==> src/design/pwfd_pkg.sv <==
`default_nettype none
package pwfd_pkg;

    localparam int unsigned DUR_W   = 16;
    localparam int unsigned VALUE_W = 64;
    localparam int unsigned BITS_W  = 8;
    localparam int unsigned CFG_W   = 64;
    localparam int unsigned IDX_W   = 3;

    localparam logic [IDX_W-1:0] REG_SYNC_WINDOW = 3'd0;
    localparam logic [IDX_W-1:0] REG_ONE_WINDOW  = 3'd1;
    localparam logic [IDX_W-1:0] REG_ZERO_WINDOW = 3'd2;
    localparam logic [IDX_W-1:0] REG_LEAST_BITS  = 3'd3;

    typedef struct packed {
        logic [DUR_W-1:0] duration;
        logic             last;
    } t_in;

    typedef struct packed {
        logic               frame_valid;
        logic [VALUE_W-1:0] frame_value;
        logic [BITS_W-1:0]  bit_count;
        logic [DUR_W-1:0]   consumed;
    } t_out;

    typedef struct packed {
        logic [31:0]       sync_window;
        logic [63:0]       one_window;
        logic [63:0]       zero_window;
        logic [BITS_W-1:0] least_bits;
    } t_cfg;

    // A window whose minimum exceeds its maximum matches nothing.
    function automatic logic in_range(input logic [DUR_W-1:0] d,
                                      input logic [31:0] w);
        return (d >= w[15:0]) && (d <= w[31:16]);
    endfunction

    function automatic logic pair_match(input logic [DUR_W-1:0] h,
                                        input logic [DUR_W-1:0] l,
                                        input logic [63:0] w);
        return in_range(h, w[31:0]) && in_range(l, w[63:32]);
    endfunction

endpackage
`default_nettype wire

==> src/design/pwfd_cfg_regs.sv <==
`default_nettype none
module pwfd_cfg_regs (
    input  wire logic                          i_clk,
    input  wire logic                          i_rst_n,
    input  wire logic                          i_cfg_we,
    input  wire logic [pwfd_pkg::IDX_W-1:0]    i_cfg_index,
    input  wire logic [pwfd_pkg::CFG_W-1:0]    i_cfg_data,
    output pwfd_pkg::t_cfg                     o_cfg
);

    localparam logic [pwfd_pkg::BITS_W-1:0] LEAST_BITS_RESET = 8'd8;

    pwfd_pkg::t_cfg r_cfg;

    // Indexes past the last register are ignored.
    always_ff @(posedge i_clk) begin
        if (!i_rst_n) begin
            r_cfg.sync_window <= '0;
            r_cfg.one_window  <= '0;
            r_cfg.zero_window <= '0;
            r_cfg.least_bits  <= LEAST_BITS_RESET;
        end else if (i_cfg_we) begin
            case (i_cfg_index)
                pwfd_pkg::REG_SYNC_WINDOW: r_cfg.sync_window <= i_cfg_data[31:0];
                pwfd_pkg::REG_ONE_WINDOW:  r_cfg.one_window  <= i_cfg_data;
                pwfd_pkg::REG_ZERO_WINDOW: r_cfg.zero_window <= i_cfg_data;
                pwfd_pkg::REG_LEAST_BITS:
                    r_cfg.least_bits <= i_cfg_data[pwfd_pkg::BITS_W-1:0];
                default: begin
                end
            endcase
        end
    end

    assign o_cfg = r_cfg;

endmodule
`default_nettype wire

==> src/design/pulse_width_frame_decoder_unit.sv <==
`default_nettype none
// Pulse-width frame decoder.
// Input channel: one duration per beat (i_in_valid / o_in_stall / i_in_data),
// with the last flag on the final duration of a buffer. The first duration
// must fall in the sync window; later high/low pairs are decoded as one or
// zero bits, shifted in first bit most significant.
// Output channel: exactly one beat per buffer (o_out_valid / i_out_stall /
// o_out_data), carrying valid flag, value, bit count and consumed count.
// Configuration: a write on i_cfg_we stores i_cfg_data in the register named
// by i_cfg_index; it should happen only while no buffer is in flight.
// Result path: a buffer's last beat is accepted into the input register and
// decoded from there into the result register, which offers the result; a
// stalled waiting result can hold the last beat in the input register.
// Throughput: one duration per cycle while no last duration is held, set by
// the single decode step between the input register and the result register.
// Reset (synchronous, active low) clears the frame state, empties both
// registers and loads the register defaults.
// While the receiver stalls a waiting result, non-last durations keep
// flowing; a last duration is held, and the input stalls behind it.
module pulse_width_frame_decoder_unit (
    input  wire logic                          i_clk,
    input  wire logic                          i_rst_n,
    input  wire logic                          i_in_valid,
    output      logic                          o_in_stall,
    input  wire pwfd_pkg::t_in                 i_in_data,
    output      logic                          o_out_valid,
    input  wire logic                          i_out_stall,
    output      pwfd_pkg::t_out                o_out_data,
    input  wire logic                          i_cfg_we,
    input  wire logic [pwfd_pkg::IDX_W-1:0]    i_cfg_index,
    input  wire logic [pwfd_pkg::CFG_W-1:0]    i_cfg_data
);

    localparam logic [1:0] PH_SYNC = 2'd0;
    localparam logic [1:0] PH_HIGH = 2'd1;
    localparam logic [1:0] PH_LOW  = 2'd2;
    localparam logic [1:0] PH_DONE = 2'd3;
    localparam logic [pwfd_pkg::DUR_W-1:0] IDX_MAX = '1;

    pwfd_pkg::t_cfg cfg;

    pwfd_cfg_regs u_cfg (
        .i_clk       (i_clk),
        .i_rst_n     (i_rst_n),
        .i_cfg_we    (i_cfg_we),
        .i_cfg_index (i_cfg_index),
        .i_cfg_data  (i_cfg_data),
        .o_cfg       (cfg)
    );

    logic                             r_in_valid;
    pwfd_pkg::t_in                    r_in;
    logic                             r_out_valid;
    pwfd_pkg::t_out                   r_out;

    logic [1:0]                       r_phase,  n_phase;
    logic [pwfd_pkg::DUR_W-1:0]       r_held,   n_held;
    logic [pwfd_pkg::VALUE_W-1:0]     r_shift,  n_shift;
    logic [pwfd_pkg::BITS_W-1:0]      r_bits,   n_bits;
    logic [pwfd_pkg::DUR_W-1:0]       r_index,  n_index;
    logic                             r_verdict, n_verdict;

    logic                             emit;
    pwfd_pkg::t_out                   result;
    logic                             advance;
    logic                             in_take;
    logic [pwfd_pkg::DUR_W-1:0]       idx_next;
    logic                             one_hit;
    logic                             zero_hit;
    logic [pwfd_pkg::VALUE_W-1:0]     shift_in;
    logic [pwfd_pkg::BITS_W-1:0]      bits_inc;

    function automatic logic frame_ok(input logic [pwfd_pkg::BITS_W-1:0] bits,
                                      input logic [pwfd_pkg::BITS_W-1:0] floor_bits);
        return (bits >= floor_bits) && !bits[0];
    endfunction

    // Only a last beat produces a result, so only it can be held up by a full
    // result register.
    assign advance    = !(r_in_valid && r_in.last && r_out_valid && i_out_stall);
    assign o_in_stall = r_in_valid && !advance;
    assign in_take    = i_in_valid && !o_in_stall;

    assign idx_next = (r_index != IDX_MAX) ? r_index + 1'b1 : r_index;
    assign one_hit  = pwfd_pkg::pair_match(r_held, r_in.duration, cfg.one_window);
    assign zero_hit = pwfd_pkg::pair_match(r_held, r_in.duration, cfg.zero_window);
    assign shift_in = {r_shift[pwfd_pkg::VALUE_W-2:0], one_hit};
    assign bits_inc = r_bits + 1'b1;

    always_comb begin
        n_phase   = r_phase;
        n_held    = r_held;
        n_shift   = r_shift;
        n_bits    = r_bits;
        n_index   = r_index;
        n_verdict = r_verdict;
        emit      = 1'b0;
        result    = '0;
        case (r_phase)
            PH_SYNC: begin
                if (r_in.last) begin
                    emit = 1'b1;
                end else begin
                    n_index = idx_next;
                    if (pwfd_pkg::in_range(r_in.duration, cfg.sync_window)) begin
                        n_phase = PH_HIGH;
                    end else begin
                        n_verdict = 1'b0;
                        n_phase   = PH_DONE;
                    end
                end
            end
            PH_HIGH: begin
                n_held  = r_in.duration;
                n_index = idx_next;
                n_phase = PH_LOW;
                if (r_in.last) begin
                    emit               = 1'b1;
                    result.frame_valid = frame_ok(r_bits, cfg.least_bits);
                    result.frame_value = r_shift;
                    result.bit_count   = r_bits;
                    result.consumed    = idx_next;
                end
            end
            PH_LOW: begin
                if (one_hit || zero_hit) begin
                    n_shift = shift_in;
                    n_bits  = bits_inc;
                    n_index = idx_next;
                    n_phase = PH_HIGH;
                    if (r_in.last) begin
                        emit               = 1'b1;
                        result.frame_valid = frame_ok(bits_inc, cfg.least_bits);
                        result.frame_value = shift_in;
                        result.bit_count   = bits_inc;
                        result.consumed    = idx_next;
                    end
                end else begin
                    // The frame ends before the unmatched pair.
                    n_verdict = frame_ok(r_bits, cfg.least_bits);
                    n_phase   = PH_DONE;
                    if (r_in.last) begin
                        emit               = 1'b1;
                        result.frame_valid = n_verdict;
                        result.frame_value = r_shift;
                        result.bit_count   = r_bits;
                        result.consumed    = r_index;
                    end
                end
            end
            default: begin
                if (r_in.last) begin
                    emit               = 1'b1;
                    result.frame_valid = r_verdict;
                    result.frame_value = r_shift;
                    result.bit_count   = r_bits;
                    result.consumed    = r_index;
                end
            end
        endcase
        // An invalid frame reports all zeros, and every result starts a new
        // buffer.
        if (emit) begin
            if (!result.frame_valid) begin
                result = '0;
            end
            n_phase   = PH_SYNC;
            n_held    = '0;
            n_shift   = '0;
            n_bits    = '0;
            n_index   = '0;
            n_verdict = 1'b0;
        end
    end

    always_ff @(posedge i_clk) begin
        if (!i_rst_n) begin
            r_in_valid  <= 1'b0;
            r_out_valid <= 1'b0;
            r_phase     <= PH_SYNC;
            r_held      <= '0;
            r_shift     <= '0;
            r_bits      <= '0;
            r_index     <= '0;
            r_verdict   <= 1'b0;
        end else begin
            if (in_take) begin
                r_in_valid <= 1'b1;
            end else if (advance) begin
                r_in_valid <= 1'b0;
            end
            if (r_in_valid && advance) begin
                r_phase   <= n_phase;
                r_held    <= n_held;
                r_shift   <= n_shift;
                r_bits    <= n_bits;
                r_index   <= n_index;
                r_verdict <= n_verdict;
            end
            if (r_in_valid && advance && emit) begin
                r_out_valid <= 1'b1;
            end else if (!i_out_stall) begin
                r_out_valid <= 1'b0;
            end
        end
    end

    always_ff @(posedge i_clk) begin
        if (in_take) begin
            r_in <= i_in_data;
        end
        if (r_in_valid && advance && emit) begin
            r_out <= result;
        end
    end

    assign o_out_valid = r_out_valid;
    assign o_out_data  = r_out;

    a_invalid_is_zero: assert property (@(posedge i_clk) disable iff (!i_rst_n)
        (o_out_valid && !o_out_data.frame_valid) |->
            (o_out_data.frame_value == '0 && o_out_data.bit_count == '0 &&
             o_out_data.consumed == '0))
        else $error("invalid frame carries nonzero fields");

    a_valid_even: assert property (@(posedge i_clk) disable iff (!i_rst_n)
        (o_out_valid && o_out_data.frame_valid) |-> !o_out_data.bit_count[0])
        else $error("valid frame with odd bit count");

    a_sync_clean: assert property (@(posedge i_clk) disable iff (!i_rst_n)
        (r_phase == PH_SYNC) |-> (r_bits == '0 && r_index == '0 && r_shift == '0))
        else $error("frame state not cleared while waiting for sync");

    a_no_overwrite: assert property (@(posedge i_clk) disable iff (!i_rst_n)
        (r_out_valid && i_out_stall) |=> (r_out_valid && $stable(r_out)))
        else $error("waiting result overwritten or dropped");

    a_stall_on_full: assert property (@(posedge i_clk) disable iff (!i_rst_n)
        (r_in_valid && r_in.last && r_out_valid && i_out_stall) |-> o_in_stall)
        else $error("last beat not held while result is stalled");

endmodule
`default_nettype wire

==> config.mk <==
export PLATFORM = sky130hd
export DESIGN_NAME = pulse_width_frame_decoder_unit
export DESIGN_NICKNAME = d
export VERILOG_FILES = /design/src/design/pwfd_pkg.sv /design/src/design/pwfd_cfg_regs.sv /design/src/design/pulse_width_frame_decoder_unit.sv
export SDC_FILE = /design/constraint.sdc
export NUM_CORES = 1
export LEC_CHECK = 0
export BUFFER_PORTS_ARGS = -buffer_cell sky130_fd_sc_hd__buf_2
export CAP_MARGIN = 20
export CORE_ASPECT_RATIO = 1.2
export CORE_UTILIZATION = 65
export DETAILED_ROUTE_END_ITERATION = 8
export PLACE_DENSITY = 0.86
export SYNTH_ARGS = -nofsm -noshare
export SYNTH_HDL_FRONTEND = slang
export SYNTH_HIERARCHICAL = 1
export SYNTH_SLANG_ARGS = --single-unit
==> constraint.sdc <==
create_clock -name i_clk -period 15.5 [get_ports i_clk]
set_input_delay 1.55 -clock i_clk [delete_from_list [all_inputs] [get_ports i_clk]]
set_output_delay 1.55 -clock i_clk [all_outputs]
set_load 0.02 [all_outputs]
# After elaboration in Yosys (flattened, before gate mapping)
# Cells that the tools add are included.
[totals] regBits=383 mem_bits_rw=0 latch_bits=0 out_inout_bits=91 wordCells=117 mem_count=0 inputBits=89 mem_bits_ro=0
[op_classes] mul=0 n_eq_ne=12 add_sub_neg=2 muxes=36 reduce_logical=37 div_mod_pow=0 shifts=0 magnitude_cmp=12 n_bitwise=0
[op_table] op="89-bit 2-to-1 mux" count=7
[op_table] op="89-bit case mux with 3 select lines" count=1
[op_table] op="64-bit 2-to-1 mux" count=3
[op_table] op="16-bit 2-to-1 mux" count=6
[op_table] op="16-bit >= comparator" count=5
[op_table] op="16-bit <= comparator" count=5
[op_table] op="16-bit case mux with 3 select lines" count=1
[op_table] op="8-bit 2-to-1 mux" count=3
[op_table] op="16-bit by 1-bit adder with 16-bit output, second input constant" count=1
[op_table] op="8-bit >= comparator" count=2
[op_table] op="1-bit logical AND" count=16
[op_table] op="16-bit != test, second input constant" count=1
[op_table] op="3-bit != test, second input constant" count=4
[op_table] op="2-bit AND reduction" count=5
[op_table] op="1-bit 2-to-1 mux" count=9
[op_table] op="8-bit by 1-bit adder with 8-bit output, second input constant" count=1
[op_table] op="2-bit 2-to-1 mux" count=4
[op_table] op="3-bit by 2-bit == test with 1-bit output, second input constant" count=2
[op_table] op="2-bit case mux with 3 select lines" count=1
[op_table] op="3-bit AND reduction" count=2
[op_table] op="2-bit nonzero test" count=3
[op_table] op="5-bit AND reduction" count=1
[op_table] op="1-bit zero test" count=4
[op_table] op="4-bit AND reduction" count=1
[op_table] op="11 further kinds" count=11

# Logic depth before layout (Yosys ltp)
[logic_depth] ltp_word=8 mapped_depth=14 ltp_nobuf=12

# By module
# Netlist, hierarchy kept.
[by_module_without_submodules] mod="pulse_width_frame_decoder_unit" seq_area_each_um2=5365.1 area_per_inst_um2=13048.8 n_inst=1 cells_each=1361
[by_module_without_submodules] mod="pwfd_cfg_regs" seq_area_each_um2=3363.2 area_per_inst_um2=6261.0 n_inst=1 cells_each=617

# Worst setup path before layout
# No wires, ideal clock.
[synth_timing] kind="input port to flip-flop" from="in i_out_stall" to="reg r_out, in the netlist o_out_data[0], enable pin" n_path_buf=0 path_slack_ps=9368 setup_time_ps=539 arrival_ps=5593 required_time_ps=14961 cell_stages=3 cell_sequence="nand4_1 nand2_1 nor2_1"
[synth_via] elab_chain_len=4
[synth_lines] item="from (decl)" line="pulse_width_frame_decoder_unit.sv:27" rtl="input wire logic i_out_stall,"
[synth_lines] item="1-bit logical AND" line="pulse_width_frame_decoder_unit.sv:80" rtl="assign advance = !(r_in_valid && r_in.last && r_out_valid && i_out_stall);"
[synth_lines] item="1-bit zero test" line="pulse_width_frame_decoder_unit.sv:80"
[synth_lines] item="1-bit logical AND (2 in a row)" line="pulse_width_frame_decoder_unit.sv:212" rtl="if (r_in_valid && advance && emit) begin"
[synth_lines] item="to (signal assigned)" line="pulse_width_frame_decoder_unit.sv:213" rtl="r_out <= result;"
[synth_lines] item="to (decl)" line="pulse_width_frame_decoder_unit.sv:54" rtl="pwfd_pkg::t_out r_out;"
# Every way passes these cells.
# A chain may end at the register's enable or synchronous reset.

==> metrics.yaml <==
synth_top_area_share_pct: 28.7
required_ps: 15870
synthTopCellsByArea: "dfxtp_1 (29%), edfxtp_1 (16%), ha_1 (12%), mux2i_1 (8.8%), nand2_1 (5.8%)"
clkLatencyLatePin_ps: 530
finalWirelength_microns: 47900
synth_common_cells: "nand2_1 (298), dfxtp_1 (277), ha_1 (182)"
grt_pass1_wl_microns: 76200
start_util_pct: 66.6
min_to: "u_cfg/o_cfg[116]"
ctsRootBufferMaster: "clkbuf_16"
synth_warnings: 6
clk_pin_slew_worst_paths_ps: 70
synth-seq-area-share_pct: 45.2
area_growth_pct: 12.4
p_leak_nw: 8.46
rsz0062_at_grt: "no"
yosysTopAreaCell: "dfxtp_1"
final_util_pct: 74.8
fin_crit_sh_pct: 27.4
antenna_found_initial: 0
hpwl_microns: 32500
reg2reg_from: "r_in[10]"
arrival_ps: 4620
vdd_drop_max_uv: 157
drive_above_1_share_pct: 13.7
placed_area_sq_um: 20300
yosysMostFrequentCell: "nand2_1"
fin_ws_ps: 11250
synth_xor_area_share_pct: 0.227
tightest_slew_ps: 900
clock-sinks: 383
avgViaCountPerCell: 6.07
r2r-end: "o_out_data[16]"
synthFlopType: "dfxtp_1"
synthAdderAreaFrac_pct: 11.8
reg2reg_depth: 11
diodes: 0
worstSetupPathType: "reg -> reg"
setup_viol: 0
grt_overflow: 0
post-cts-setup-buffers: 0
synth_top_family_by_area: "compound AO/OA/AOI/OAI gates"
drc: 0
worst-r2r-setup-slack_ps: 11250
dp_worst_setup_slack_ps: 11100
synth.net_count: 2249
cts_made_buffers: 39
total_power_w: 0.00226
nFillCells: 1983
syn_avg_cell_area_sq_um: 9.76
num-nets-final: 2380
synth-simple-area-share_pct: 13.5
p_per_area_nw_per_um2: 104
holdBufCountCts: 0
vias: 15300
yosys-mux-area-fraction_pct: 8.87
first_pass_iters: 6
crit_path_start: "r_in[10]"
pin_count: 180
place.gp.congestion: 0.920
netlist_area_sq_um: 19300
status: "completed"
die_x_microns: 159
first_global_vias: 15000
fin_area_sq_um: 21700
cp-end-kind: "register"
grt.total_usage_pct: 31.2
dieArea_sq_um: 30400
yosysUniqueCellTypes: 72
fin_worst_skew_ps: 8.59
critPathLaunchType: "register"
core_area_sq_um: 29000
synth_cells: 1978
final-hold-violation-count: 0
report.final.slew_viol_count: 0
die_y_microns: 191
wl_per_cell_microns: 19.0
slew_headroom_pct: 40.0
cts_resized: 0
max_clock_freq_mhz: 235
cts_buffer_depth: 3
cts_tree: "built"
synth-edff-count: 106
synth_seq_cells: 383
holdPathStages: 2
min_path_type: "reg -> reg"
htreeDepth: 2
dr.first_iter.drc_count: 1385
setup_tns_ps: 0
ant_nets: 0
hp-start: "u_cfg/o_cfg[116]"
synth_compound_area_share_pct: 14.0
grt_max_degree: 91
cap_viol_max_count: 0
min_period_ps: 4250
port_buffers: 179
crit_path_max_fanout: 73
num_rows: 68
async_flop_share_pct: 0
-- where the power goes --
part	internal [W]	switching [W]
clock network	0.000592	0.000411
registers	0.00105	0.0000173
logic	0.0000684	0.000125
total	0.00171	0.000553
-- stage by stage --
step,cells,hold WS [ps]
2_1_floorplan,1978,435
3_3_place_gp,2450,442
3_5_place_dp,2450,450
4_1_cts,2522,458
5_1_grt,2525,470
6_report,2525,457
-- critical path, stage by stage (launching register included) --
cell and delay [ps]:
edfxtp_1 600, ha_1 400, nand4_1 120, or4_1 510
nor2_1 220, a211oi_1 140, nor4_2 400, a22oi_2 270
or4_1 560, a31o_2 220, buf_4 340, nor3_1 280
-- layout make-up --
type,count,area [sq um],share of cell area (%)
flip-flops and latches,383,8730,40.2
clock inverters,26,320,1.48
inverters,173,649,2.99
well taps,385,482,2.22
clock buffers,46,1050,4.85
repair buffers,195,1070,4.95
multi-input cells,1317,9400,43.3
-- layer usage --
layer | up-vias | share of wire (%) | track usage (%)
met3 | 150 | 5.9 | 4.39
met2 | 613 | 49 | 55.0
met1 | 7321 | 40 | 36.7
met4 | 0 | 5.5 | 17.8
met5 | - | 0 | 0
li1 | 7253 | - | -
-- sequential cells by signal, indices dropped and copies added (netlist names) --
name         count
o_out_valid      1
r_shift         64
r_in_valid       1
o_out_data      89
r_index         16
u_cfg/o_cfg    168
r_phase          2
r_verdict        1
r_in            17
r_bits           8
r_held          16
-- worst max-delay path by stage --
stage	end	slack (ps)
finish	o_out_data[16]	11250
global route	o_out_data[16]	11050
CTS	o_out_data[43]	11030
detailed placement	o_out_data[50]	11100
global placement	o_out_data[72]	11180
floorplan	o_out_data[0]	9370
-- layout by cell type (no fill, tap or decap), types with 35 or more instances in the layout --
| master | n |
|---|---|
| nand2_1 | 298 |
| dfxtp_1 | 277 |
| ha_1 | 182 |
| buf_2 | 178 |
| inv_1 | 172 |
| mux2i_1 | 170 |
| nor2_1 | 133 |
| edfxtp_1 | 106 |
| a22oi_1 | 89 |
| a22o_1 | 75 |
| a21oi_1 | 70 |
| clkbuf_16 | 39 |
| nand3_1 | 37 |
| o21ai_0 | 35 |
-- cells by family (layout without fill, tap and decap cells) --
family,after synthesis,in the layout
AND/OR/NAND/NOR,587,587
flip-flops,383,383
XOR/XNOR,5,5
AO/OA/AOI/OAI,372,372
multiplexers,171,171
adder cells (fa/ha/maj),182,182
buffers and inverters,278,440
Power figures use the tool's default switching activity.
